$ cat src/hw/rtl/rau_pkg.sv
// Package for the rational arithmetic unit: action and status codes,
// sequencer states and the status struct between sequencer and divider.
// No dependencies.
`default_nettype none
package rau_pkg;
    typedef enum logic [2:0] {
        t_act_add = 3'd0,
        t_act_sub = 3'd1,
        t_act_mul = 3'd2,
        t_act_div = 3'd3,
        t_act_cmp = 3'd4
    } t_action;

    localparam logic [1:0] ST_OK   = 2'd0;
    localparam logic [1:0] ST_DIVZ = 2'd1;
    localparam logic [1:0] ST_OVF  = 2'd2;

    typedef enum logic [3:0] {
        t_s_idle, t_s_mul0, t_s_mul1, t_s_mul2, t_s_sum,
        t_s_gcd, t_s_gcdw, t_s_q1, t_s_q1w, t_s_q2, t_s_q2w, t_s_fin, t_s_out
    } t_state;

    typedef struct packed {
        logic start;
        logic busy;
    } t_div_ctl;
endpackage
`default_nettype wire

$ cat src/hw/rtl/rau_div.sv
// Iterative restoring divider, one quotient bit per cycle, 64-bit operands.
// Depends on rau_pkg.
`default_nettype none
module rau_div (
    input  wire             i_clk,
    input  wire             i_rst_n,
    input  wire             i_start,
    input  wire [63:0]      i_dividend,
    input  wire [63:0]      i_divisor,
    output rau_pkg::t_div_ctl o_ctl,
    output logic [63:0]     o_quot,
    output logic [63:0]     o_rem
);
    logic [6:0]  r_cnt;
    logic        r_busy;
    logic [63:0] r_q;
    logic [63:0] r_r;
    logic [63:0] r_d;
    logic [64:0] w_trial;
    logic [64:0] w_diff;

    assign w_trial = {r_r, r_q[63]};
    assign w_diff  = w_trial - {1'b0, r_d};

    always_ff @(posedge i_clk) begin
        if (!i_rst_n) begin
            r_busy <= 1'b0;
            r_cnt  <= '0;
        end else if (i_start) begin
            r_busy <= 1'b1;
            r_cnt  <= 7'd64;
            r_q    <= i_dividend;
            r_r    <= '0;
            r_d    <= i_divisor;
        end else if (r_busy) begin
            if (!w_diff[64]) begin
                r_r <= w_diff[63:0];
                r_q <= {r_q[62:0], 1'b1};
            end else begin
                r_r <= w_trial[63:0];
                r_q <= {r_q[62:0], 1'b0};
            end
            r_cnt <= r_cnt - 7'd1;
            if (r_cnt == 7'd1) r_busy <= 1'b0;
        end
    end

    assign o_ctl.start = i_start;
    assign o_ctl.busy  = r_busy;
    assign o_quot = r_q;
    assign o_rem  = r_r;
endmodule
`default_nettype wire

$ cat src/hw/rtl/rational_arithmetic_unit.sv
// Rational arithmetic unit top level: sequencer, one shared 32x32
// multiplier step and the shared divider. Depends on rau_pkg, rau_div.
//
// Usage: an input transaction (i_valid/o_ready) carries an action and two
// rationals. A result transaction (o_valid/i_ready) returns the reduced
// quotient, an equality flag and a status. One item at a time: o_ready is
// high only while idle. The work runs through the multiplier states mul0,
// mul1 and mul2, a sum state, then the Euclidean loop. Each remainder
// step is a start state followed by a wait on the bit-serial divider.
// Two more divisions by the gcd then reduce numerator and denominator,
// followed by a final state. Errors and unused actions go from mul0
// straight to the output state, compare goes there from the sum state and
// a zero numerator from the first gcd state. The result is held in output
// registers until accepted; a stalled receiver simply holds the block in
// its output state, and the block is ready again in the cycle after the
// result transaction. Reset drops any work in flight and returns to idle
// with no result pending.
// Overflow and divide by zero are flagged in status with result 0/1.
`default_nettype none
module rational_arithmetic_unit #(
    parameter int WIDTH = 32
) (
    input  wire               i_clk,
    input  wire               i_rst_n,
    input  wire               i_valid,
    output logic              o_ready,
    input  wire  [2:0]        i_action,
    input  wire signed [31:0] i_a_num,
    input  wire  [30:0]       i_a_den,
    input  wire signed [31:0] i_b_num,
    input  wire  [30:0]       i_b_den,
    output logic              o_valid,
    input  wire               i_ready,
    output logic signed [31:0] o_res_num,
    output logic [30:0]       o_res_den,
    output logic              o_is_equal,
    output logic [1:0]        o_status
);
    localparam logic [63:0] WMASK = (64'd1 << WIDTH) - 64'd1;
    localparam logic [63:0] DMASK = WMASK >> 1;

    rau_pkg::t_state r_state, n_state;
    logic        r_an, r_bn, r_rn;
    logic [31:0] r_am, r_bm, r_ad, r_bd;
    logic [2:0]  r_act;
    logic [63:0] r_p0, r_p1, r_p2, r_rm, r_rd, r_x, r_y, r_g;
    logic        r_eq;
    logic [1:0]  r_st;
    logic [31:0] r_o_num;
    logic [30:0] r_o_den;

    // shared multiplier
    logic [31:0] w_ma, w_mb;
    logic [63:0] w_prod;
    assign w_prod = {32'd0, w_ma} * {32'd0, w_mb};

    logic        w_start;
    logic [63:0] w_dvd, w_dvs, w_quot, w_rem;
    rau_pkg::t_div_ctl w_dctl;

    rau_div u_div (
        .i_clk(i_clk), .i_rst_n(i_rst_n), .i_start(w_start),
        .i_dividend(w_dvd), .i_divisor(w_dvs), .o_ctl(w_dctl),
        .o_quot(w_quot), .o_rem(w_rem)
    );

    // operand unpack
    logic [63:0] w_av, w_bv;
    logic        w_an, w_bn;
    assign w_av = {32'd0, i_a_num} & WMASK;
    assign w_bv = {32'd0, i_b_num} & WMASK;
    assign w_an = w_av[WIDTH-1];
    assign w_bn = w_bv[WIDTH-1];

    logic w_n2;
    assign w_n2 = (r_act == rau_pkg::t_act_sub) ? !r_bn : r_bn;

    // signed sum of the two cross products in sign-magnitude form
    logic        w_sum_neg;
    logic [63:0] w_sum_mag;
    assign w_sum_neg = (r_an == w_n2 || r_p0 >= r_p1) ? r_an : w_n2;
    assign w_sum_mag = (r_an == w_n2) ? r_p0 + r_p1 :
                       (r_p0 >= r_p1) ? r_p0 - r_p1 : r_p1 - r_p0;

    logic w_div_done;
    assign w_div_done = !w_dctl.busy && !w_dctl.start;

    always_comb begin
        n_state = r_state;
        w_start = 1'b0;
        w_dvd   = r_x;
        w_dvs   = r_y;
        w_ma    = r_am;
        w_mb    = r_bd;
        case (r_state)
            rau_pkg::t_s_idle: begin
                if (i_valid) n_state = rau_pkg::t_s_mul0;
            end
            rau_pkg::t_s_mul0: begin
                w_ma = r_am; w_mb = r_bd;
                // unused action, zero denominator or zero divisor: finish now
                if (r_act > rau_pkg::t_act_cmp || r_ad == 32'd0 || r_bd == 32'd0 ||
                    (r_act == rau_pkg::t_act_div && r_bm == 32'd0))
                    n_state = rau_pkg::t_s_out;
                else n_state = rau_pkg::t_s_mul1;
            end
            rau_pkg::t_s_mul1: begin
                w_ma = (r_act == rau_pkg::t_act_mul) ? r_am : r_bm;
                w_mb = (r_act == rau_pkg::t_act_mul) ? r_bm : r_ad;
                n_state = rau_pkg::t_s_mul2;
            end
            rau_pkg::t_s_mul2: begin
                w_ma = r_ad;
                w_mb = (r_act == rau_pkg::t_act_div) ? r_bm : r_bd;
                n_state = rau_pkg::t_s_sum;
            end
            rau_pkg::t_s_sum: begin
                n_state = (r_act == rau_pkg::t_act_cmp) ? rau_pkg::t_s_out
                                                        : rau_pkg::t_s_gcd;
            end
            rau_pkg::t_s_gcd: begin
                w_start = 1'b1;
                n_state = (r_rm == 64'd0) ? rau_pkg::t_s_out : rau_pkg::t_s_gcdw;
            end
            rau_pkg::t_s_gcdw: begin
                if (w_div_done)
                    n_state = (w_rem == 64'd0) ? rau_pkg::t_s_q1 : rau_pkg::t_s_gcd;
            end
            rau_pkg::t_s_q1: begin
                w_start = 1'b1; w_dvd = r_rm; w_dvs = r_g;
                n_state = rau_pkg::t_s_q1w;
            end
            rau_pkg::t_s_q1w: begin
                if (w_div_done) n_state = rau_pkg::t_s_q2;
            end
            rau_pkg::t_s_q2: begin
                w_start = 1'b1; w_dvd = r_rd; w_dvs = r_g;
                n_state = rau_pkg::t_s_q2w;
            end
            rau_pkg::t_s_q2w: begin
                if (w_div_done) n_state = rau_pkg::t_s_fin;
            end
            rau_pkg::t_s_fin: n_state = rau_pkg::t_s_out;
            rau_pkg::t_s_out: begin
                if (i_ready) n_state = rau_pkg::t_s_idle;
            end
            default: n_state = rau_pkg::t_s_idle;
        endcase
        o_ready = (r_state == rau_pkg::t_s_idle);
        o_valid = (r_state == rau_pkg::t_s_out);
    end

    always_ff @(posedge i_clk) begin
        if (!i_rst_n) begin
            r_state <= rau_pkg::t_s_idle;
        end else begin
            r_state <= n_state;
            case (r_state)
                rau_pkg::t_s_idle: if (i_valid) begin
                    r_act <= i_action;
                    r_an  <= w_an;
                    r_bn  <= w_bn;
                    r_am  <= w_an ? 32'((~w_av + 64'd1) & WMASK) : w_av[31:0];
                    r_bm  <= w_bn ? 32'((~w_bv + 64'd1) & WMASK) : w_bv[31:0];
                    r_ad  <= 32'({33'd0, i_a_den} & DMASK);
                    r_bd  <= 32'({33'd0, i_b_den} & DMASK);
                end
                rau_pkg::t_s_mul0: begin
                    r_p0 <= w_prod;
                    r_o_num <= '0; r_o_den <= 31'd1; r_eq <= 1'b0;
                    r_st <= rau_pkg::ST_OK;
                    if (r_act > rau_pkg::t_act_cmp) r_st <= rau_pkg::ST_OK;
                    else if (r_ad == 32'd0 || r_bd == 32'd0) r_st <= rau_pkg::ST_DIVZ;
                    else if (r_act == rau_pkg::t_act_div && r_bm == 32'd0)
                        r_st <= rau_pkg::ST_DIVZ;
                end
                rau_pkg::t_s_mul1: r_p1 <= w_prod;
                rau_pkg::t_s_mul2: r_p2 <= w_prod;
                rau_pkg::t_s_sum: begin
                    r_rd <= r_p2;
                    r_y  <= r_p2;
                    case (r_act)
                        rau_pkg::t_act_add, rau_pkg::t_act_sub: begin
                            r_rn <= w_sum_neg; r_rm <= w_sum_mag; r_x <= w_sum_mag;
                        end
                        rau_pkg::t_act_mul: begin
                            r_rn <= r_an ^ r_bn; r_rm <= r_p1; r_x <= r_p1;
                        end
                        rau_pkg::t_act_div: begin
                            r_rn <= r_an ^ r_bn; r_rm <= r_p0; r_x <= r_p0;
                        end
                        default: begin
                            r_eq <= (r_p0 == r_p1) && (r_p0 == 64'd0 || r_an == r_bn);
                        end
                    endcase
                end
                rau_pkg::t_s_gcdw: if (w_div_done) begin
                    // advance the Euclid pair; the last nonzero divisor is the gcd
                    r_x <= r_y;
                    r_y <= w_rem;
                    if (w_rem == 64'd0) r_g <= r_y;
                end
                rau_pkg::t_s_q1w: if (w_div_done) r_rm <= w_quot;
                rau_pkg::t_s_q2w: if (w_div_done) r_rd <= w_quot;
                rau_pkg::t_s_fin: begin
                    if (r_rm > DMASK || r_rd > DMASK) r_st <= rau_pkg::ST_OVF;
                    else begin
                        r_o_num <= r_rn ? 32'(64'd0 - r_rm) : r_rm[31:0];
                        r_o_den <= r_rd[30:0];
                    end
                end
                default: ;
            endcase
        end
    end

    assign o_res_num  = r_o_num;
    assign o_res_den  = r_o_den;
    assign o_is_equal = r_eq;
    assign o_status   = r_st;
endmodule
`default_nettype wire

$ cat config.mk
export PLATFORM = sky130hd
export DESIGN_NAME = rational_arithmetic_unit
export DESIGN_NICKNAME = d
export VERILOG_FILES = /design/src/hw/rtl/rau_pkg.sv /design/src/hw/rtl/rau_div.sv /design/src/hw/rtl/rational_arithmetic_unit.sv
export SDC_FILE = /design/constraint.sdc
export NUM_CORES = 2
export LEC_CHECK = 0
export ABC_AREA = 1
export BUFFER_PORTS_ARGS = -buffer_cell sky130_fd_sc_hd__buf_2
export CORE_AREA = 3 3 554 446
export DETAILED_ROUTE_END_ITERATION = 7
export DIE_AREA = 0 0 557 449
export PLACE_DENSITY_LB_ADDON = 0.15
export SLEW_MARGIN = 40
export SYNTH_ARGS = -nofsm -noshare
export SYNTH_HDL_FRONTEND = slang
export SYNTH_SLANG_ARGS = --single-unit
$ cat constraint.sdc
create_clock -name i_clk -period 41.9 [get_ports i_clk]
set_clock_uncertainty 0.05 [all_clocks]
set_input_delay 4.19 -clock i_clk [delete_from_list [all_inputs] [get_ports i_clk]]
set_output_delay 4.19 -clock i_clk [all_outputs]
set_load 0.05 [all_outputs]
==> impl_metrics.py <==
metrics = {
    "global_route": {
        "grt_use_met2_pct": 49.8,
        "antenna_found_initial": 14,
        "grt_pass1_vias": 85900,
        "grt_overflow": 0,
        "grt_max_degree": 130,
        "grtUsageTotal_pct": 32.4,
        "met3_usage_pct": 4.93,
        "met1_usage_pct": 44.2,
        "top_usage_layer": "met2",
        "grt_first_pass_wirelength_um": 594000,
    },
    "route": {
        "wl_per_cell_um": 25.6,
        "drtPass1Iterations": 8,
        "postRouteAntennaNets": 0,
        "drc": 0,
        "dr.first_iter.drc_count": 8990,
        "vias_per_cell": 5.37,
        "drt-total-wl_um": 411000,
        "vias": 86100,
    },
    "die": {
        "io_pins": 201,
        "dieArea_um2": 250000,
        "fp.dieH_um": 449,
        "initial_core_util_pct": 40.1,
        "coreArea_um2": 241000,
        "std_cell_rows": 161,
        "die_w_um": 557,
    },
    "sta": {
        "final.setup.worst_slack_ns": 30.22,
        "hold_viol": 0,
        "period_share_pct": 27.9,
        "setup_violations": 0,
        "worst_pin_slew_ns": 0.969,
        "fmax_ghz": 0.0856,
        "min_period_ns": 11.68,
        "slew-limit-headroom_pct": 35.1,
        "rsz0062_at_grt": "no",
        "setup-tns-final_ns": 0,
        "slew_violations": 0,
    },
    "clock_network": {
        "cts_buffers": 102,
        "post_cts.repair.setup_buffers": 0,
        "clkSlewWorstSetupHoldPaths_ns": 0.06,
        "holdBufCountCts": 0,
        "cts_htree_levels": 3,
        "cts.sinks": 914,
        "cts_tree": "done",
        "cts_root_buf": "clkbuf_16",
        "clock_path_buffers": 3,
        "clk_latency_ns": 0.77,
        "ctsResizeCount": 0,
    },
    "synthesis": {
        "synthesis.area_um2": 96800,
        "synth_warnings": 0,
        "syn_inst": 12800,
        "synth_top_area_cell": "edfxtp_1",
        "synth_edf_count": 902,
        "avgSynthCellArea_um2": 7.57,
        "synthTopCellsByArea": "edfxtp_1, fa_1, nand2_1",
        "ys_seq_area_share_pct": 28.2,
        "synthFlopType": "edfxtp_1",
        "synth_seq_cells": 914,
        "netlist-cell-type-count": 60,
        "synth_top_area_share_pct": 28.0,
        "synthArstFlopShare_pct": 0,
        "syn_nets": 14300,
    },
    "critical_path": {
        "cp-end-kind": "register",
        "rrSetupSlack_ns": 30.22,
        "arrival_ns": 12.08,
        "cp_slowest_cell": "buf_4",
        "crit_type": "register to register",
        "cp_num_buf_inv": 10,
        "worstSetupStartpointType": "register",
        "crit_top_cell": "fa_1",
        "cp_max_fo": 41,
        "critical-path-top-delay-family": "adder cells",
        "crit_required_ns": 42.30,
        "slowest_delay_ns": 0.78,
    },
    "layout": {
        "final_common_cell": "nand2_1",
        "final_cell_mix": "nand2_1, inv_1, edfxtp_1, fa_1, nor2_1",
        "finalInstanceArea_um2": 105000,
        "final_util_pct": 43.4,
        "fillCellCount": 24600,
        "area_growth_pct": 8.08,
        "layout.nets": 14300,
        "seqCellArea_um2": 27300,
        "multi_input_area_um2": 56800,
        "drive_above_1_share_pct": 5.29,
    },
    "placement": {
        "place_congestion": 1.05,
        "pre_cts_slack_ns": 30.66,
        "placed_cell_area_um2": 101000,
        "dp.final_hpwl_um": 329000,
        "io_buffers": 200,
    },
    "job": {
        "maxCapViolations": 0,
    },
    "run_status": {
        "outcome": "completed",
    },
    "hold_path": {
        "min_path_type": "register to register",
    },
}
path summary, 6_finish.rpt:
check                     startpoint                  to  depth (start not counted)
setup / recovery  r_act[2]$_DFFE_PP_  r_p2[49]$_DFFE_PP_                         33
hold / removal     r_y[59]$_DFFE_PP_   r_g[59]$_DFFE_PP_                          0
setup reg to reg  r_act[2]$_DFFE_PP_  r_p2[49]$_DFFE_PP_                         33
hold reg to reg    r_y[59]$_DFFE_PP_   r_g[59]$_DFFE_PP_                          0
Yosys cell counts, drive strengths merged (3+ instances only):
cell	n
a211oi	6
a21boi	7
a21o	24
a21oi	495
a221oi	26
a22o	4
a22oi	87
a31oi	68
a41oi	8
and2	4
and3	11
buf	304
clkbuf	146
clkinv	3
dfxtp	12
edfxtp	902
fa	900
ha	522
inv	2889
nand2	4088
nand3	378
nand3b	10
nand4	80
nor2	806
nor3	93
nor4	77
o211ai	17
o21a	32
o21ai	439
o21bai	27
o221ai	39
o22ai	23
or2	4
xnor2	83
xor2	149
registers in the layout, summed over array words and instances (netlist names), 2 cells and up:
name          cells
o_res_den        31
o_res_num        32
o_status          2
r_act             3
r_ad             31
r_am             32
r_bd             31
r_bm             32
r_g              64
r_p0             64
r_p1             64
r_p2             64
r_rd             64
r_rm             64
r_state           4
r_x              64
r_y              64
u_div.o_quot     64
u_div.o_rem      64
u_div.r_cnt       7
u_div.r_d        64
routing by layer:
layer	share of wire [%]	up-vias
li1	-	39100
met1	42	42400
met2	44	3834
met3	7.9	802
met4	6.2	6
met5	0.016	-
kinds of logic (layout without fill, tap and decap cells):
family                     after synthesis  after routing  share of synthesized area, %
buffers and inverters                 3342           3429                          13.5
DFF                                    914            914                          28.2
and+or+nand+nor                       5554           5554                          22.8
AOI/OAI and AO/OA                     1311           1311                          7.96
adders and majority gates             1422           1422                          25.4
other                                    0              5                             0
xor gates and xnor gates               232            232                          2.10
stage by stage:
stage / instances / hold WS, ns
final: 16000 / 0.388
after global routing: 16000 / 0.416
after CTS: 16000 / 0.395
after detailed placement: 15900 / 0.391
after global placement: 15800 / 0.381
after floorplan: 12800 / 0.376
layout make-up:
| class | instances | area share (%) |
|---|---|---|
| Antenna cell | 5 | 0.0120 |
| Inverter | 2892 | 10.4 |
| Clock buffer | 119 | 2.52 |
| Clock inverter | 67 | 0.663 |
| Multi-Input combinational cell | 8519 | 54.3 |
| Timing Repair Buffer | 351 | 2.14 |
| Sequential cell | 914 | 26.1 |
| Tap cell | 3178 | 3.80 |
Power is left out: the tool's default activity adds up to more than one toggle a clock period on the data nets, which glitch-free logic cannot reach.
